<file path="config.mk">
export PLATFORM = sky130hd
export DESIGN_NAME = dsu_ram
export DESIGN_NICKNAME = d
export VERILOG_FILES = /design/src/rtl/core/dsu_ram.sv
export SDC_FILE = /design/constraint.sdc
export NUM_CORES = 1
export LEC_CHECK = 0
export ABC_AREA = 0
export BUFFER_PORTS_ARGS = -buffer_cell sky130_fd_sc_hd__buf_2
export CAP_MARGIN = 20
export CORE_ASPECT_RATIO = 0.5
export CORE_MARGIN = 4
export CORE_UTILIZATION = 45
export DETAILED_ROUTE_END_ITERATION = 8
export GPL_TIMING_DRIVEN = 0
export PLACE_DENSITY_LB_ADDON = 0.12
export SYNTH_ARGS = -nofsm -noshare
export SYNTH_HDL_FRONTEND = slang
export SYNTH_SLANG_ARGS = --single-unit
</file>
<file path="constraint.sdc">
create_clock -name clk_i -period 2.29 [get_ports clk_i]
set_clock_uncertainty 0.05 [all_clocks]
set_input_delay 0 -clock clk_i [delete_from_list [all_inputs] [get_ports clk_i]]
set_output_delay 0 -clock clk_i [all_outputs]
set_load 0.01 [all_outputs]
</file>
<file path="src/rtl/core/dsu_ram.sv">
// ----------------------------------------------------------------------------
// dsu_ram
// Generic simple dual-port RAM, one write port, one registered read port.
// ----------------------------------------------------------------------------
module dsu_ram #(
  parameter int unsigned WIDTH = 8,
  parameter int unsigned DEPTH = 16
) (
  input  logic                     clk_i,
  input  logic                     we_i,
  input  logic [$clog2(DEPTH)-1:0] waddr_i,
  input  logic [WIDTH-1:0]         wdata_i,
  input  logic [$clog2(DEPTH)-1:0] raddr_i,
  output logic [WIDTH-1:0]         rdata_o
);

  logic [WIDTH-1:0] mem_q [DEPTH];
  logic [WIDTH-1:0] rdata_q;

  always_ff @(posedge clk_i) begin
    if (we_i) begin
      mem_q[waddr_i] <= wdata_i;
    end
    rdata_q <= mem_q[raddr_i];
  end

  assign rdata_o = rdata_q;

endmodule

</file>
==> results of run 1 <==
-- layout make-up --
| class | instances | share of cell area [%] |
|---|---|---|
| Buffer | 10 | 1.41 |
| Clock buffer | 27 | 7.88 |
| Clock inverter | 4 | 1.18 |
| Multi-Input combinational cell | 83 | 17.2 |
| Sequential cell | 136 | 65.3 |
| Tap cell | 145 | 2.96 |
| Timing Repair Buffer | 38 | 4.04 |
-- path summary, 6_finish.rpt --
| path | startpoint | endpoint | slack, ps | cells past startpoint |
|---|---|---|---|---|
| max reg2reg | mem_q[9][3]$_DFFE_PP_ | rdata_o[3]$_DFF_P_ | 630 | 3 |
| max | mem_q[9][3]$_DFFE_PP_ | rdata_o[3]$_DFF_P_ | 630 | 3 |
| min reg2reg | mem_q[7][2]$_DFFE_PP_ | rdata_o[2]$_DFF_P_ | 610 | 3 |
| min | waddr_i[1] | mem_q[8][1]$_DFFE_PP_ | 20 | 2 |
-- power breakdown --
group	leakage, nW	internal (mW)	switching [mW]
Combinational	0.581	0.122	0.165
Sequential	1.22	2.78	0.0130
Clock	0.266	1.65	0.934
-- critical path, delay by kind of cell (launching register included) --
family	cells	cell delay [ps]
multiplexers	1	540
AND/OR/NAND/NOR	1	120
AO/OA/AOI/OAI	1	450
flip-flops	1	350
-- metal layers --
metal	vias to the layer above	global-route usage, %	routed length, um
li1	1089	-	-
met1	1320	23.6	4720
met2	69	25.3	5010
met3	14	4.29	646
met4	0	6.85	100
met5	-	0	0
-- through the flow --
step	instances	setup slack (ps)	cell area [um^2]	hold WS, ps	total power, mW
after floorplan	229	747	5150	48.9	3.00
after global placement	398	131	5450	347	3.12
after detailed placement	402	504	5480	349	3.13
after CTS	443	639	6130	17.3	5.71
after global routing	443	564	6130	43.4	5.86
final	443	633	6130	24.2	5.67
-- cells in the mapped netlist (all sizes together) --
cell type / instances
edfxtp: 128
nor2: 13
nor3: 4
nor2b: 1
nand3b: 2
and2: 1
clkdlybuf4s25: 3
mux4: 32
nand2: 9
a22oi: 16
and2b: 1
nand2b: 2
or3b: 1
buf: 7
dfxtp: 8
nand3: 1
-- registers in the layout (all words and copies together) (netlist names) --
register  count
mem_q       128
rdata_o       8
-- repair_timing --
action | in CTS | in global routing
gates resized for setup | 0 | 0
hold endpoints to repair | 130 | 0
hold buffers | 10 | 0
setup endpoints to repair | 0 | 0
-- cell families (layout without fill, tap and decap cells) --
kind of cell / after synthesis / after routing / share of synthesized area [%]
buf+inv: 10 / 79 / 1.68
mux: 32 / 32 / 15.0
compound gates: 16 / 16 / 2.33
simple gates: 35 / 35 / 3.18
flops: 136 / 136 / 77.8
==> impl_metrics.env, run 1 <==
export IMPL_ys_warn_count=0
export IMPL_drc=0
export IMPL_grt_antenna_before_repair=0
export IMPL_synthTopCellsByArea="edfxtp_1 (75%), mux4_2 (7.9%), mux4_1 (7.1%), dfxtp_1 (3.1%), a22oi_1 (2.3%)"
export IMPL_cp_slowest_cell="mux4_1"
export IMPL_io_buffer_count=24
export IMPL_dp_hpwl_mm=6.92
export IMPL_drtIter0Drc=222
export IMPL_drt_pre_antenna_iters=5
export IMPL_synth_top_cell_by_area="edfxtp_1"
export IMPL_viasPerCell=5.63
export IMPL_core_mm2=0.0111
export IMPL_grt_pass1_vias=2611
export IMPL_final_cell_mix="edfxtp_1 (128), buf_2 (28), mux4_2 (18)"
export IMPL_finalSetupTns_ps=0
export IMPL_fin_nets=304
export IMPL_ctsHtreeMaxLevel=4
export IMPL_worstPathArrival_ps=1870
export IMPL_slew_violations=0
export IMPL_hold_path_class="in -> reg"
export IMPL_final_common_cell="edfxtp_1"
export IMPL_ys_seq_area_share_pct=77.8
export IMPL_final_hold_viol_count=0
export IMPL_worstPathRequired_ps=2500
export IMPL_path_clk_slew_ps=60
export IMPL_postRouteAntennaNets=0
export IMPL_maxCapViolations=0
export IMPL_overflow=0
export IMPL_status="completed"
export IMPL_path_cells="mux4_1 -> a22oi_1 -> nand2_1"
export IMPL_routed_wl_mm=10.5
export IMPL_max_stage_delay_ps=540
export IMPL_cts_tree="done"
export IMPL_utilization_pct=55.3
export IMPL_grt_usage_pct=16.8
export IMPL_clk_latency_ps=410
export IMPL_post_cts_buffers=0
export IMPL_multi_input_area_mm2=0.00106
export IMPL_syn_inst=229
export IMPL_io_pins=26
export IMPL_clk_path_buf_depth=2
export IMPL_p_per_area_mw_per_mm2=925
export IMPL_finalCritPeriodShare_pct=72.3
export IMPL_area_growth_synth_to_final_pct=19.1
export IMPL_vias=2492
export IMPL_crit_type="reg -> reg"
export IMPL_die_h_um=83.6
export IMPL_die_w_um=159
export IMPL_rsz0062_at_grt="no"
export IMPL_avgSynthCellArea_um2=22.5
export IMPL_power_leakage_nw=2.07
export IMPL_fillers=861
export IMPL_cp_end_kind="register"
export IMPL_wire_per_inst_um=23.7
export IMPL_fmax_mhz=604
export IMPL_dieArea_mm2=0.0133
export IMPL_yosysUniqueCellTypes=19
export IMPL_cts_sinks=136
export IMPL_initial_core_util_pct=46.5
export IMPL_ff_latch_area_mm2=0.00400
export IMPL_critPathMaxFanout=1
export IMPL_max_slew_worst_pin_slew_ps=883
export IMPL_peakVddDrop_v=0.000553
export IMPL_layout_drive_gt1_share_pct=26.8
export IMPL_min_period_ps=1660
export IMPL_cts_root_buf="clkbuf_16"
export IMPL_critPathLaunchType="register"
export IMPL_grt_pass1_wl_mm=15.8
export IMPL_rows=27
export IMPL_cts_buffers=17
export IMPL_synth_seq_cells=136
export IMPL_place_congestion=0.808
export IMPL_antennaDiodeCount=0
export IMPL_syn_area_mm2=0.00515
export IMPL_grt_max_degree=17
export IMPL_slew_limit_headroom_pct=40.9
export IMPL_synth_top_area_share_pct=74.7
export IMPL_syn_nets=247
export IMPL_setup_violations=0
No activity file was read; power rests on OpenSTA's default activity.
==> inputs of run 2 (changes only) <==
Settings changed: ABC_AREA 0 to 1.
Clock period 2.29 ns to 1.5 ns, I/O delays scaled along.
==> impl_metrics.env, run 2 <==
export IMPL_status="completed"
export IMPL_grt_max_degree=17
export IMPL_fmax_mhz=821
export IMPL_layout_drive_gt1_share_pct=11.9
export IMPL_post_place_ws_ps=-29.4
export IMPL_p_int_mw=6.99
export IMPL_max_slew_worst_pin_slew_ps=1030
export IMPL_maxCapViolations=0
export IMPL_max_stage_delay_ps=540
export IMPL_ctsHtreeMaxLevel=4
export IMPL_worst_slack_ps=282
export IMPL_drtIter0Drc=390
export IMPL_min_period_ps=1220
export IMPL_power_mw=8.94
export IMPL_clk_path_buf_depth=2
export IMPL_synth_edf_count=128
export IMPL_grt_pass1_wl_mm=22.2
export IMPL_dieArea_mm2=0.0148
export IMPL_syn_area_mm2=0.00577
export IMPL_place_congestion=0.862
export IMPL_hold_path_class="in -> reg"
export IMPL_cp_end_kind="register"
export IMPL_power_leakage_nw=2.93
export IMPL_grt_antenna_before_repair=1
export IMPL_clk_latency_ps=420
export IMPL_yosysMostFrequentCell="nand2_1"
export IMPL_postCtsHoldBufs=9
export IMPL_postRouteAntennaNets=0
export IMPL_top_register="mem_q"
export IMPL_cp_buffers_inverters=3
export IMPL_dp_cells=738
export IMPL_power_share_sequential_pct=47.7
export IMPL_power_frac_clock_pct=45.7
export IMPL_cts_tree="done"
export IMPL_final_hold_viol_count=0
export IMPL_avgSynthCellArea_um2=10.5
export IMPL_finalCritPeriodShare_pct=81.2
export IMPL_p_per_area_mw_per_mm2=1330
export IMPL_path_clk_slew_ps=50
export IMPL_rows=28
export IMPL_dp_hpwl_mm=9.47
export IMPL_setup_violations=0
export IMPL_io_buffer_count=22
export IMPL_ys_async_sr_fraction_pct=0
export IMPL_routed_wl_mm=14.6
export IMPL_critPathMaxFanout=9
export IMPL_cts_buffers=17
export IMPL_post_cts_buffers=0
export IMPL_drc=0
export IMPL_grt_pass1_vias=3794
export IMPL_ys_warn_count=0
export IMPL_largest_reg_flops=128
export IMPL_overflow=0
export IMPL_drt_pre_antenna_iters=5
export IMPL_slew_violations=0
export IMPL_area_growth_synth_to_final_pct=16.9
export IMPL_viasPerCell=4.99
export IMPL_stdcell_count=778
export IMPL_rsz0062_at_grt="no"
export IMPL_critPathLaunchType="input pin"
export IMPL_synth_top_area_share_pct=66.7
export IMPL_critPathTopFamily="buffers and inverters"
export IMPL_core_mm2=0.0122
export IMPL_p_comb_share_pct=6.5
export IMPL_final_common_cell="nand2_1"
export IMPL_netSwitchingPower_mw=1.95
export IMPL_syn_nets=569
export IMPL_initial_core_util_pct=47.4
export IMPL_slew_limit_headroom_pct=31.1
export IMPL_post_cts_resized=0
export IMPL_synth_seq_cells=136
export IMPL_wire_per_inst_um=18.7
export IMPL_grt_usage_pct=21.0
export IMPL_ys_seq_area_share_pct=69.4
export IMPL_cp_slowest_cell="dlygate4sd3_1"
export IMPL_synth_top_cell_by_area="edfxtp_1"
export IMPL_antennaDiodeCount=0
export IMPL_cts_sinks=136
export IMPL_synthTopCellsByArea="edfxtp_1 (67%), nand2_1 (11%), nand3_1 (8.4%), inv_1 (6.5%), dfxtp_1 (2.8%)"
export IMPL_syn_inst=551
export IMPL_yosysUniqueCellTypes=12
export IMPL_die_h_um=88.0
export IMPL_vias=3885
export IMPL_crit_type="in -> reg"
export IMPL_synth_flop_cell="edfxtp_1"
export IMPL_peakVddDrop_v=0.000658
export IMPL_path_cells="dlygate4sd3_1 -> buf_1 -> inv_1 -> nand3_1 -> nand2_1"
export IMPL_worstPathArrival_ps=1460
export IMPL_worstPathRequired_ps=1750
export IMPL_final_cell_mix="nand2_1 (173), edfxtp_1 (128), inv_1 (100)"
export IMPL_io_pins=26
export IMPL_die_w_um=168
export IMPL_fin_nets=619
export IMPL_swShare_pct=21.8
export IMPL_cts_root_buf="clkbuf_16"
export IMPL_synth_commonest_cells="nand2_1 (173), edfxtp_1 (128), inv_1 (100)"
==> run 2: final timing paths <==
path,start,endpoint,slack [ps],depth (start not counted)
hold reg to reg,mem_q[12][5]$_DFFE_PP_,rdata_o[5]$_DFF_P_,630,6
setup reg to reg,mem_q[7][0]$_DFFE_PP_,rdata_o[0]$_DFF_P_,380,6
hold / removal,raddr_i[2],rdata_o[6]$_DFF_P_,40,4
setup / recovery,raddr_i[3],rdata_o[4]$_DFF_P_,280,5
==> run 2: cell families after synthesis <==
logic type	synth area share [%]
simple gates	21.0
buf+inv	9.52
flops	69.4
==> run 2: layer usage <==
metal	GRT usage, %	part of all wire [%]	up-vias
li1	-	-	1873
met1	29.1	46	1844
met2	32.4	44	140
met3	4.24	6.9	28
met4	10.2	2.9	0
met5	0	0	-
==> run 2: through the flow <==
stage | area [um^2] | hold WS (ps) | utilization [%] | TNS [ps]
after floorplan | 5770 | 48.9 | - | 0
after global placement | 6080 | 346 | 50.0 | -197
after detailed placement | 6080 | 345 | 50.0 | -792
after CTS | 6740 | 17.9 | 55.4 | 0
after global routing | 6740 | 34.3 | 55.4 | 0
final | 6740 | 41.1 | 55.4 | 0
==> run 2: power by group through the flow <==
| stage | registers [mW] | clock network [mW] | logic (mW) |
|---|---|---|---|
| detailed placement | 4.35 | 0 | 0.562 |
| floorplan | 4.36 | 0 | 0.300 |
| CTS | 4.27 | 4.12 | 0.584 |
| finish | 4.27 | 4.09 | 0.583 |
| global route | 4.28 | 4.28 | 0.642 |
| global placement | 4.35 | 0 | 0.556 |
==> run 2: area by class of cell <==
type / count / area, um^2
Multi-Input combinational cell: 289 / 1210
Buffer: 24 / 166
Fill cell: 1042 / 5420
Sequential cell: 136 / 4000
Tap cell: 165 / 206
Clock inverter: 12 / 134
Timing Repair Buffer: 31 / 200
Clock buffer: 19 / 433
Inverter: 102 / 383
==> run 2: tightest hold or removal path, stage by stage <==
cell     delay (ps)
buf_2           160
nand3_1         100
nand3_1         110
nand2_1         100
